<file path="src/sv/srt_pkg.sv">
// ----------------------------------------------------------------------------
// srt_pkg: shared types and codes for the sorted record table
// Record layout, operation and status codes, and the bundle that loads the
// response register.
// ----------------------------------------------------------------------------
package srt_pkg;

   // Operation codes carried by req_kind.
   localparam logic [1:0] KIND_INSERT = 2'd0;
   localparam logic [1:0] KIND_REMOVE = 2'd1;
   localparam logic [1:0] KIND_SHOW   = 2'd2;
   localparam logic [1:0] KIND_UNUSED = 2'd3;

   // Status codes carried by rsp_status.
   localparam logic [1:0] STAT_OK       = 2'd0;
   localparam logic [1:0] STAT_EMPTY    = 2'd1;
   localparam logic [1:0] STAT_NOTFOUND = 2'd2;
   localparam logic [1:0] STAT_FULL     = 2'd3;

   // One stored record, as it sits in the table memory.
   typedef struct packed {
      logic [31:0] id;
      logic [31:0] score;
      logic [63:0] name;
   } record_type;

   // One result, handed from the sequencer to the response register.
   typedef struct packed {
      logic        valid;
      logic [1:0]  status;
      logic [31:0] id;
      logic [31:0] score;
      logic [63:0] name;
      logic [5:0]  count;
      logic        last;
   } out_load_type;

endpackage

</file>
<file path="src/sv/srt_mem.sv">
// ----------------------------------------------------------------------------
// srt_mem: record storage
// One write port and one read port; read data is registered, so it appears
// in the cycle after the read is issued.
// ----------------------------------------------------------------------------
module srt_mem
   import srt_pkg::*;
#(
   parameter int DEPTH = 32,
   parameter int AW    = 5
) (
   input  logic          clock,
   input  logic          wr_en,
   input  logic [AW-1:0] wr_addr,
   input  record_type    wr_data,
   input  logic          rd_en,
   input  logic [AW-1:0] rd_addr,
   output record_type    rd_data
);

   record_type mem_ff [DEPTH];
   record_type rd_data_ff;

   // Write port.
   always_ff @(posedge clock) begin
      if (wr_en) begin
         mem_ff[wr_addr] <= wr_data;
      end
   end

   // Registered read port.
   always_ff @(posedge clock) begin
      if (rd_en) begin
         rd_data_ff <= mem_ff[rd_addr];
      end
   end

   assign rd_data = rd_data_ff;

endmodule

</file>
<file path="src/sv/srt_out.sv">
// ----------------------------------------------------------------------------
// srt_out: response register
// Holds one result until the receiver takes it and tells the sequencer when
// the slot is free for the next cycle.
// ----------------------------------------------------------------------------
module srt_out
   import srt_pkg::*;
(
   input  logic               clock,
   input  logic               reset,
   input  out_load_type       load,
   output logic               out_free,
   output logic               rsp_valid,
   input  logic               rsp_ready,
   output logic        [1:0]  rsp_status,
   output logic signed [31:0] rsp_id_out,
   output logic signed [31:0] rsp_score_out,
   output logic        [63:0] rsp_name_tag_out,
   output logic        [5:0]  rsp_record_count,
   output logic               rsp_last
);

   logic         valid_ff;
   out_load_type data_ff;

   // Valid flag: set on a load, cleared when the receiver takes the result.
   always_ff @(posedge clock) begin
      if (reset) begin
         valid_ff <= 1'b0;
      end else if (load.valid) begin
         valid_ff <= 1'b1;
      end else if (rsp_ready) begin
         valid_ff <= 1'b0;
      end
   end

   // Payload needs no reset.
   always_ff @(posedge clock) begin
      if (load.valid) begin
         data_ff <= load;
      end
   end

   assign out_free         = !valid_ff || rsp_ready;
   assign rsp_valid        = valid_ff;
   assign rsp_status       = data_ff.status;
   assign rsp_id_out       = $signed(data_ff.id);
   assign rsp_score_out    = $signed(data_ff.score);
   assign rsp_name_tag_out = data_ff.name;
   assign rsp_record_count = data_ff.count;
   assign rsp_last         = data_ff.last;

endmodule

</file>
<file path="src/sv/srt_ctrl.sv">
// ----------------------------------------------------------------------------
// srt_ctrl: table sequencer
// Walks the record memory for each request: a backward shift for insert, a
// forward search and close-up for remove, and an ordered read-out for show.
// ----------------------------------------------------------------------------
module srt_ctrl
   import srt_pkg::*;
#(
   parameter int CAPACITY = 32,
   parameter int AW       = 5,
   parameter int CW       = 6
) (
   input  logic               clock,
   input  logic               reset,
   input  logic               req_valid,
   output logic               req_ready,
   input  logic        [1:0]  req_kind,
   input  logic signed [31:0] req_key_id,
   input  logic signed [31:0] req_score_in,
   input  logic        [63:0] req_name_tag_in,
   output logic               mem_wr_en,
   output logic [AW-1:0]      mem_wr_addr,
   output record_type         mem_wr_data,
   output logic               mem_rd_en,
   output logic [AW-1:0]      mem_rd_addr,
   input  record_type         mem_rd_data,
   input  logic               out_free,
   output out_load_type       out_load
);

   typedef enum logic [5:0] {
      S_IDLE     = 6'b000001,
      S_INS_SCAN = 6'b000010,
      S_INS_HEAD = 6'b000100,
      S_REM_SCAN = 6'b001000,
      S_SHOW     = 6'b010000,
      S_RESP     = 6'b100000
   } state_type;

   state_type      state_ff, state_in;
   logic [CW-1:0]  count_ff, count_in;
   logic [AW-1:0]  rd_idx_ff, rd_idx_in;
   logic           issuing_ff, issuing_in;
   logic           pend_ff, pend_in;
   logic [AW-1:0]  pend_idx_ff, pend_idx_in;
   logic           found_ff, found_in;
   logic [1:0]     status_ff, status_in;
   logic [31:0]    key_ff, key_in;
   logic [31:0]    score_ff, score_in;
   logic [63:0]    name_ff, name_in;

   logic [CW-1:0]  count_m1;
   logic [AW-1:0]  last_idx;
   logic [6:0]     count_ext;
   logic           is_full;
   logic           is_empty;
   logic           id_match;
   logic           key_below;
   record_type     new_rec;

   assign count_m1  = count_ff - CW'(1);
   assign last_idx  = count_m1[AW-1:0];
   assign count_ext = 7'(count_ff);
   assign is_full   = (count_ff == CW'(CAPACITY));
   assign is_empty  = (count_ff == '0);
   assign id_match  = (mem_rd_data.id == key_ff);
   assign key_below = ($signed(key_ff) < $signed(mem_rd_data.id));
   assign new_rec   = '{id: key_ff, score: score_ff, name: name_ff};
   assign req_ready = (state_ff == S_IDLE);

   // Next-state and datapath control.
   always_comb begin
      state_in    = state_ff;
      count_in    = count_ff;
      rd_idx_in   = rd_idx_ff;
      issuing_in  = issuing_ff;
      pend_in     = 1'b0;
      pend_idx_in = rd_idx_ff;
      found_in    = found_ff;
      status_in   = status_ff;
      key_in      = key_ff;
      score_in    = score_ff;
      name_in     = name_ff;
      mem_wr_en   = 1'b0;
      mem_wr_addr = '0;
      mem_wr_data = new_rec;
      mem_rd_en   = 1'b0;
      mem_rd_addr = rd_idx_ff;
      out_load    = '0;

      unique case (state_ff)
         S_IDLE: begin
            if (req_valid) begin
               key_in   = req_key_id;
               score_in = req_score_in;
               name_in  = req_name_tag_in;
               unique case (req_kind)
                  KIND_INSERT: begin
                     if (is_full) begin
                        status_in = STAT_FULL;
                        state_in  = S_RESP;
                     end else if (is_empty) begin
                        state_in = S_INS_HEAD;
                     end else begin
                        rd_idx_in  = last_idx;
                        issuing_in = 1'b1;
                        state_in   = S_INS_SCAN;
                     end
                  end
                  KIND_REMOVE: begin
                     if (is_empty) begin
                        status_in = STAT_EMPTY;
                        state_in  = S_RESP;
                     end else begin
                        rd_idx_in  = '0;
                        issuing_in = 1'b1;
                        found_in   = 1'b0;
                        state_in   = S_REM_SCAN;
                     end
                  end
                  KIND_SHOW: begin
                     if (is_empty) begin
                        status_in = STAT_EMPTY;
                        state_in  = S_RESP;
                     end else begin
                        rd_idx_in  = '0;
                        issuing_in = 1'b1;
                        state_in   = S_SHOW;
                     end
                  end
                  default: begin
                     // The unused code is taken and dropped without a result.
                  end
               endcase
            end
         end

         S_INS_SCAN: begin
            // Read from the tail toward the head, one entry per cycle.
            mem_rd_en = issuing_ff;
            pend_in   = issuing_ff;
            if (issuing_ff) begin
               if (rd_idx_ff == '0) begin
                  issuing_in = 1'b0;
               end else begin
                  rd_idx_in = rd_idx_ff - AW'(1);
               end
            end
            // Each returning entry with a larger id moves up one slot; the
            // first one that does not marks where the new record goes.
            if (pend_ff) begin
               mem_wr_en   = 1'b1;
               mem_wr_addr = pend_idx_ff + AW'(1);
               if (key_below) begin
                  mem_wr_data = mem_rd_data;
                  if (pend_idx_ff == '0) begin
                     state_in = S_INS_HEAD;
                  end
               end else begin
                  mem_wr_data = new_rec;
                  count_in    = count_ff + CW'(1);
                  status_in   = STAT_OK;
                  issuing_in  = 1'b0;
                  pend_in     = 1'b0;
                  state_in    = S_RESP;
               end
            end
         end

         S_INS_HEAD: begin
            // Every stored id is larger, or the table was empty.
            mem_wr_en   = 1'b1;
            mem_wr_addr = '0;
            mem_wr_data = new_rec;
            count_in    = count_ff + CW'(1);
            status_in   = STAT_OK;
            state_in    = S_RESP;
         end

         S_REM_SCAN: begin
            // Read from the head toward the tail, one entry per cycle.
            mem_rd_en = issuing_ff;
            pend_in   = issuing_ff;
            if (issuing_ff) begin
               if (rd_idx_ff == last_idx) begin
                  issuing_in = 1'b0;
               end else begin
                  rd_idx_in = rd_idx_ff + AW'(1);
               end
            end
            // After the first match, each later entry moves down one slot.
            if (pend_ff) begin
               if (found_ff) begin
                  mem_wr_en   = 1'b1;
                  mem_wr_addr = pend_idx_ff - AW'(1);
                  mem_wr_data = mem_rd_data;
               end else if (id_match) begin
                  found_in = 1'b1;
               end
               if (pend_idx_ff == last_idx) begin
                  state_in = S_RESP;
                  if (found_ff || id_match) begin
                     count_in  = count_m1;
                     status_in = STAT_OK;
                  end else begin
                     status_in = STAT_NOTFOUND;
                  end
               end
            end
         end

         S_SHOW: begin
            // A read goes out only when the response slot will be free for it.
            mem_rd_en = issuing_ff && !pend_ff && out_free;
            pend_in   = mem_rd_en;
            if (mem_rd_en) begin
               if (rd_idx_ff == last_idx) begin
                  issuing_in = 1'b0;
               end else begin
                  rd_idx_in = rd_idx_ff + AW'(1);
               end
            end
            if (pend_ff) begin
               out_load.valid  = 1'b1;
               out_load.status = STAT_OK;
               out_load.id     = mem_rd_data.id;
               out_load.score  = mem_rd_data.score;
               out_load.name   = mem_rd_data.name;
               out_load.count  = count_ext[5:0];
               out_load.last   = (pend_idx_ff == last_idx);
               if (pend_idx_ff == last_idx) begin
                  state_in = S_IDLE;
               end
            end
         end

         S_RESP: begin
            // Single status result once the response slot frees up.
            if (out_free) begin
               out_load.valid  = 1'b1;
               out_load.status = status_ff;
               out_load.count  = count_ext[5:0];
               out_load.last   = 1'b1;
               state_in        = S_IDLE;
            end
         end

         default: begin
            state_in = S_IDLE;
         end
      endcase
   end

   // Control registers.
   always_ff @(posedge clock) begin
      if (reset) begin
         state_ff   <= S_IDLE;
         count_ff   <= '0;
         issuing_ff <= 1'b0;
         pend_ff    <= 1'b0;
         found_ff   <= 1'b0;
      end else begin
         state_ff   <= state_in;
         count_ff   <= count_in;
         issuing_ff <= issuing_in;
         pend_ff    <= pend_in;
         found_ff   <= found_in;
      end
   end

   // Working registers need no reset.
   always_ff @(posedge clock) begin
      rd_idx_ff   <= rd_idx_in;
      pend_idx_ff <= pend_idx_in;
      status_ff   <= status_in;
      key_ff      <= key_in;
      score_ff    <= score_in;
      name_ff     <= name_in;
   end

endmodule

</file>
<file path="src/sv/sorted_record_table.sv">
// ----------------------------------------------------------------------------
// sorted_record_table: table of records kept in ascending signed id order
// Top level joining the sequencer, the record memory and the response register.
// ----------------------------------------------------------------------------
// Usage:
// A request on the req_ channel is an insert, a remove by id or a show. Insert
// places the record after all stored records with id less than or equal to
// its own; remove deletes the first record with the given id. Both answer with
// one status response. Show answers with one response per stored record in
// id order, the final one flagged by rsp_last, or one empty-status response.
// A request with the unused kind code is taken and produces no response.
// Requests are taken one at a time: req_ready is high only while the block
// is idle, though a finished response may still wait in the output register.
// An insert reads from the tail and moves each record with a larger id up one
// slot; a remove reads every stored record from the head; both are limited by
// the single read port of the record memory. A show reads a record only once
// the previous one is loaded into the response register and while the response
// slot is free. Reset empties the table; no memory sweep is needed since only
// entries below the record count are ever read. When the receiver stalls, the
// response holds on the rsp_ ports and the sequencer waits.
// ----------------------------------------------------------------------------
module sorted_record_table
   import srt_pkg::*;
#(
   parameter int CAPACITY = 32
) (
   input  logic               clock,
   input  logic               reset,
   input  logic               req_valid,
   output logic               req_ready,
   input  logic        [1:0]  req_kind,
   input  logic signed [31:0] req_key_id,
   input  logic signed [31:0] req_score_in,
   input  logic        [63:0] req_name_tag_in,
   output logic               rsp_valid,
   input  logic               rsp_ready,
   output logic        [1:0]  rsp_status,
   output logic signed [31:0] rsp_id_out,
   output logic signed [31:0] rsp_score_out,
   output logic        [63:0] rsp_name_tag_out,
   output logic        [5:0]  rsp_record_count,
   output logic               rsp_last
);

   localparam int AW = (CAPACITY > 1) ? $clog2(CAPACITY) : 1;
   localparam int CW = $clog2(CAPACITY + 1);

   logic          mem_wr_en;
   logic [AW-1:0] mem_wr_addr;
   record_type    mem_wr_data;
   logic          mem_rd_en;
   logic [AW-1:0] mem_rd_addr;
   record_type    mem_rd_data;
   logic          out_free;
   out_load_type  out_load;

   // Request sequencer.
   srt_ctrl #(
      .CAPACITY (CAPACITY),
      .AW       (AW),
      .CW       (CW)
   ) u_ctrl (
      .clock           (clock),
      .reset           (reset),
      .req_valid       (req_valid),
      .req_ready       (req_ready),
      .req_kind        (req_kind),
      .req_key_id      (req_key_id),
      .req_score_in    (req_score_in),
      .req_name_tag_in (req_name_tag_in),
      .mem_wr_en       (mem_wr_en),
      .mem_wr_addr     (mem_wr_addr),
      .mem_wr_data     (mem_wr_data),
      .mem_rd_en       (mem_rd_en),
      .mem_rd_addr     (mem_rd_addr),
      .mem_rd_data     (mem_rd_data),
      .out_free        (out_free),
      .out_load        (out_load)
   );

   // Record memory.
   srt_mem #(
      .DEPTH (CAPACITY),
      .AW    (AW)
   ) u_mem (
      .clock   (clock),
      .wr_en   (mem_wr_en),
      .wr_addr (mem_wr_addr),
      .wr_data (mem_wr_data),
      .rd_en   (mem_rd_en),
      .rd_addr (mem_rd_addr),
      .rd_data (mem_rd_data)
   );

   // Response register.
   srt_out u_out (
      .clock            (clock),
      .reset            (reset),
      .load             (out_load),
      .out_free         (out_free),
      .rsp_valid        (rsp_valid),
      .rsp_ready        (rsp_ready),
      .rsp_status       (rsp_status),
      .rsp_id_out       (rsp_id_out),
      .rsp_score_out    (rsp_score_out),
      .rsp_name_tag_out (rsp_name_tag_out),
      .rsp_record_count (rsp_record_count),
      .rsp_last         (rsp_last)
   );

endmodule

</file>
<file path="config.mk">
export PLATFORM = sky130hd
export DESIGN_NAME = sorted_record_table
export DESIGN_NICKNAME = d
export VERILOG_FILES = /design/src/sv/srt_pkg.sv /design/src/sv/srt_mem.sv /design/src/sv/srt_out.sv /design/src/sv/srt_ctrl.sv /design/src/sv/sorted_record_table.sv
export SDC_FILE = /design/constraint.sdc
export NUM_CORES = 2
export LEC_CHECK = 0
export ABC_CLOCK_PERIOD_IN_PS = 16300
export BUFFER_PORTS_ARGS = -buffer_cell sky130_fd_sc_hd__buf_4
export CAP_MARGIN = 20
export CORE_ASPECT_RATIO = 0.7
export CORE_UTILIZATION = 62
export DETAILED_ROUTE_END_ITERATION = 7
export GPL_TIMING_DRIVEN = 0
export PLACE_DENSITY_LB_ADDON = 0.08
export SLEW_MARGIN = 15
export SYNTH_ARGS = -nofsm -noshare
export SYNTH_HDL_FRONTEND = slang
export SYNTH_SLANG_ARGS = --single-unit
</file>
<file path="constraint.sdc">
create_clock -name clock -period 16.3 [get_ports clock]
set_input_delay 1.63 -clock clock [delete_from_list [all_inputs] [get_ports clock]]
set_output_delay 1.63 -clock clock [all_outputs]
set_load 0.01 [all_outputs]
</file>
==> results.md <==
* Worst Tran Pin Value at around 1.3 ns
* Starting density of the core at 0.625
* Wire length of the first global-routing pass at just under 700000 µm
* # setup viols final at 0
* Count of TritonRoute iterations in the first routing pass at 6
* Die area at between 0.2 and 0.3 mm²
* Total number of vias at 90400
* Post-synth EDFFs at 4496
* Placer Congestion at 0.861
* Most common library cells after synthesis: 4496 x sky130_fd_sc_hd__edfxtp_1, 1118 x sky130_fd_sc_hd__mux4_2, 309 x sky130_fd_sc_hd__nand2_1
* Int Power at 19.6 mW
* Setup Fix Bufs, Post-CTS at 0
* Sum of routed wire length over all layers at 504000 µm
* Sum of internal, switching and leakage power at 25.5 mW
* Clock insertion delay at the later pin of the skew report at approximately 0.95 ns
* Worst Hold Class: reg2reg
* Area added between synthesis and finish at 16.0%
* Number of endpoints with negative hold slack in the final report at 0
* Number of distinct standard cells referenced by the synthesized netlist at 73
* Post-synthesis instance total at 7522
* Height of the die at 443 µm
* Final clock period utilization by the worst path at 0.364
* Power density over the cells at 127 mW/mm²
* Data required time at the worst endpoint at 16.90 ns
* Most common cell in the netlist: sky130_fd_sc_hd__edfxtp_1
* Dpl hpwl at 333000 µm
* Combinational share of power at 0.104
* Area share of the largest cell type after synthesis at 0.783
* Worst-case clock skew at around 0.054 ns
* Synth area leaders: sky130_fd_sc_hd__edfxtp_1 78%, sky130_fd_sc_hd__mux4_2 15%, sky130_fd_sc_hd__mux2i_1 1.0%
* Worst Hold Margin at slightly below 0.4 ns
* # clock sinks at 4517
* Count of final max-slew check failures at 0
* Clk pwr share at 0.378
* Total of cells resized after clock tree synthesis at 0
* Relative slew margins at 0.142
* Post-synthesis cell type with the largest combined area: sky130_fd_sc_hd__edfxtp_1
* Initial antenna violation count at 29
* Worst Hold Depth at 0
* Register share of total power at 0.518
* Number of nets in the synthesized netlist at 7700
* Max rail drop VDD at ~0.000096 V
* Final antenna-violating net count at 0
* Maximum Capacitance Violations at 0
* Die X-Extent at 632 µm
* Worst Setup Slack post-DPL at 10.67 ns
* Slowest cell on crit path: sky130_fd_sc_hd__nor4_2
* Critical path cell sequence: nor4_2 > and2_0 > buf_2 > nand2_1 > o21ai_0 > nand2_1 > nor4_2 > buf_2 > buf_2 > buf_4 > buf_2 > buf_4 > buf_4 > buf_2 > buf_4 > buf_2 > buf_2
* Mean area per synthesized cell at 22.9 µm²
* Leak at 64.4 nW
* Reg2reg setup slack at ~10 ns
* Post-synthesis instance area at 0.172 mm²
* Post-Route Setup TNS at 0 ns
* Primary flip-flop cell chosen by synthesis mapping: sky130_fd_sc_hd__edfxtp_1
* Clock-pin transition on the worst setup and hold timing paths at 0.07 ns
* Final net count at 8837
* Depth of the worst register-to-register path at 17
* Delay of the slowest cell on the worst path at 0.80 ns
* Fraction of layout instances using a drive strength above 1 at 0.306
* Critical Path Sink Type: register
* Crit Path Category: reg2reg
* DRC at 0
* Share of total power consumed by net switching at 0.233
* Root cell of the clock tree: sky130_fd_sc_hd__clkbuf_16
* Switching power at 5.95 mW
* Aggregate global routing overflow at 0
* Starting DRT DRC Count at around 16000
* Maximum fanout along the worst path at 8
* Hold Buf Count CTS at 0
* Io pins at 273
* Kind of launch point of the worst setup path: register
* Achievable frequency at approximately 0.17 GHz
* Dominant delay contributor by cell family on the critical path: buffers and inverters
* Post-DR wirelength/cell at roughly 40 µm
* H-tree depth at 5
* Count of buffer and inverter cells on the critical path at 11
* Number of buffers created by CTS at 410
* Synthesis-stage register bit count at 4517
* Share of the yosys chip area belonging to registers at 0.785
* Slack of the critical path at slightly above 10 ns
* Via count of the first global-routing pass at 87200
* Yosys warns at 0
* Clock tree from TritonCTS: done
* Maximum buffer depth of the clock tree at 4
* Stages on the worst setup path at 17
* Floorplan core area at between 0.2 and 0.3 mm²
* Number of port buffers at around 270
* Run status: completed
* Min Clock Period, post-route at 5.93 ns
* Std-Cell Rows at about 160
* Vias per cell at about 7
* Crit-path most repeated cell: sky130_fd_sc_hd__buf_2
* Gr usage total at 0.361
* RSZ-0062 raised after global routing: no
* Finished Core Util at 0.726
* Data arrival time of the critical path at 6.54 ns
* FFs w/ async S/R, synth at 0
* Largest net degree at the start of global routing at between 50 and 60
## cell families after synthesis
kind of cell	after synthesis	share of synthesized area
XOR/XNOR	18	0.00112
AND/OR/NAND/NOR	609	0.0165
multiplexers	1459	0.167
AO/OA/AOI/OAI	418	0.0159
buffers and inverters	457	0.0110
flip-flops	4517	0.785
adder cells (fa/ha/maj)	44	0.00324
## layout by cell type (no fill, tap or decap), types with 100 or more instances in the layout
cell	n
sky130_fd_sc_hd__clkbuf_1	248
sky130_fd_sc_hd__clkbuf_16	421
sky130_fd_sc_hd__mux2i_1	178
sky130_fd_sc_hd__and3_1	100
sky130_fd_sc_hd__mux2_2	140
sky130_fd_sc_hd__mux4_2	1118
sky130_fd_sc_hd__edfxtp_1	4496
sky130_fd_sc_hd__clkinv_1	100
sky130_fd_sc_hd__buf_4	354
sky130_fd_sc_hd__nand2_1	307
sky130_fd_sc_hd__buf_2	157
sky130_fd_sc_hd__a21oi_1	128
sky130_fd_sc_hd__buf_12	183
## state kept, by name, summed over array words and instances (netlist names), 2 cells and up
name and cells:
u_mem.mem_ff 4096, u_mem.rd_data 128, u_ctrl.name_ff 64, u_out.rsp_name_tag_out 64
u_ctrl.key_ff 32, u_ctrl.score_ff 32, u_out.rsp_id_out 32, u_out.rsp_score_out 32
u_ctrl.count_ff 6, u_ctrl.state_ff 6, u_out.rsp_record_count 6, u_ctrl.mem_rd_addr 5
u_ctrl.pend_idx_ff 5, u_ctrl.status_ff 2, u_out.rsp_status 2
## worst register-to-register path, cell delays in order (launching register included)
cell and delay [ns]:
sky130_fd_sc_hd__dfxtp_1 0.37, sky130_fd_sc_hd__nor4_2 0.49, sky130_fd_sc_hd__and2_0 0.18, sky130_fd_sc_hd__buf_2 0.20, sky130_fd_sc_hd__nand2_1 0.18, sky130_fd_sc_hd__o21ai_0 0.45
sky130_fd_sc_hd__nand2_1 0.52, sky130_fd_sc_hd__nor4_2 0.80, sky130_fd_sc_hd__buf_2 0.37, sky130_fd_sc_hd__buf_2 0.27, sky130_fd_sc_hd__buf_4 0.22, sky130_fd_sc_hd__buf_2 0.24
sky130_fd_sc_hd__buf_4 0.20, sky130_fd_sc_hd__buf_4 0.19, sky130_fd_sc_hd__buf_2 0.25, sky130_fd_sc_hd__buf_4 0.21, sky130_fd_sc_hd__buf_2 0.24, sky130_fd_sc_hd__buf_2 0.25
## power groups by stage
stage,registers [mW],logic (mW),clock network (mW)
after floorplan,13.4,1.52,0
after global placement,13.5,2.41,0
after detailed placement,13.5,2.55,0
after CTS,13.2,2.57,9.69
after global routing,13.2,2.75,10.1
final,13.2,2.65,9.65
## through the flow
stage	instance area (µm²)	cells
after global routing	200000	12700
after detailed placement	186000	11900
after global placement	179000	11500
final	200000	12700
after CTS	200000	12600
after floorplan	172000	7522
## final cells by class
type                    instances  area [µm²]
multi-input cells            2548       35400
well taps                    3667        4590
clock inverters               256        2440
inverters                      52         203
repair buffers                725        9340
flip-flops and latches       4517      135000
diodes                         41         103
clock buffers                 495       10800
fillers                     15400       75700
plain buffers                 405        1780
## layer usage
| metal | track usage | vias to the layer above | routed length (µm) |
|---|---|---|---|
| li1 | - | 34200 | - |
| met1 | 0.531 | 47500 | 183000 |
| met2 | 0.514 | 7744 | 221000 |
| met3 | 0.120 | 960 | 78600 |
| met4 | 0.132 | 12 | 21000 |
| met5 | 0 | - | 334 |
## worst paths after layout
| check | start | end |
|---|---|---|
| max | u_ctrl.state_ff[5] | u_mem.mem_ff[29][53] |
| min | u_ctrl.mem_rd_addr[0] | u_ctrl.pend_idx_ff[0] |
| max reg2reg | u_ctrl.state_ff[5] | u_mem.mem_ff[29][53] |
| min reg2reg | u_ctrl.mem_rd_addr[0] | u_ctrl.pend_idx_ff[0] |
Note: power is estimated with default switching activity, not from simulation.
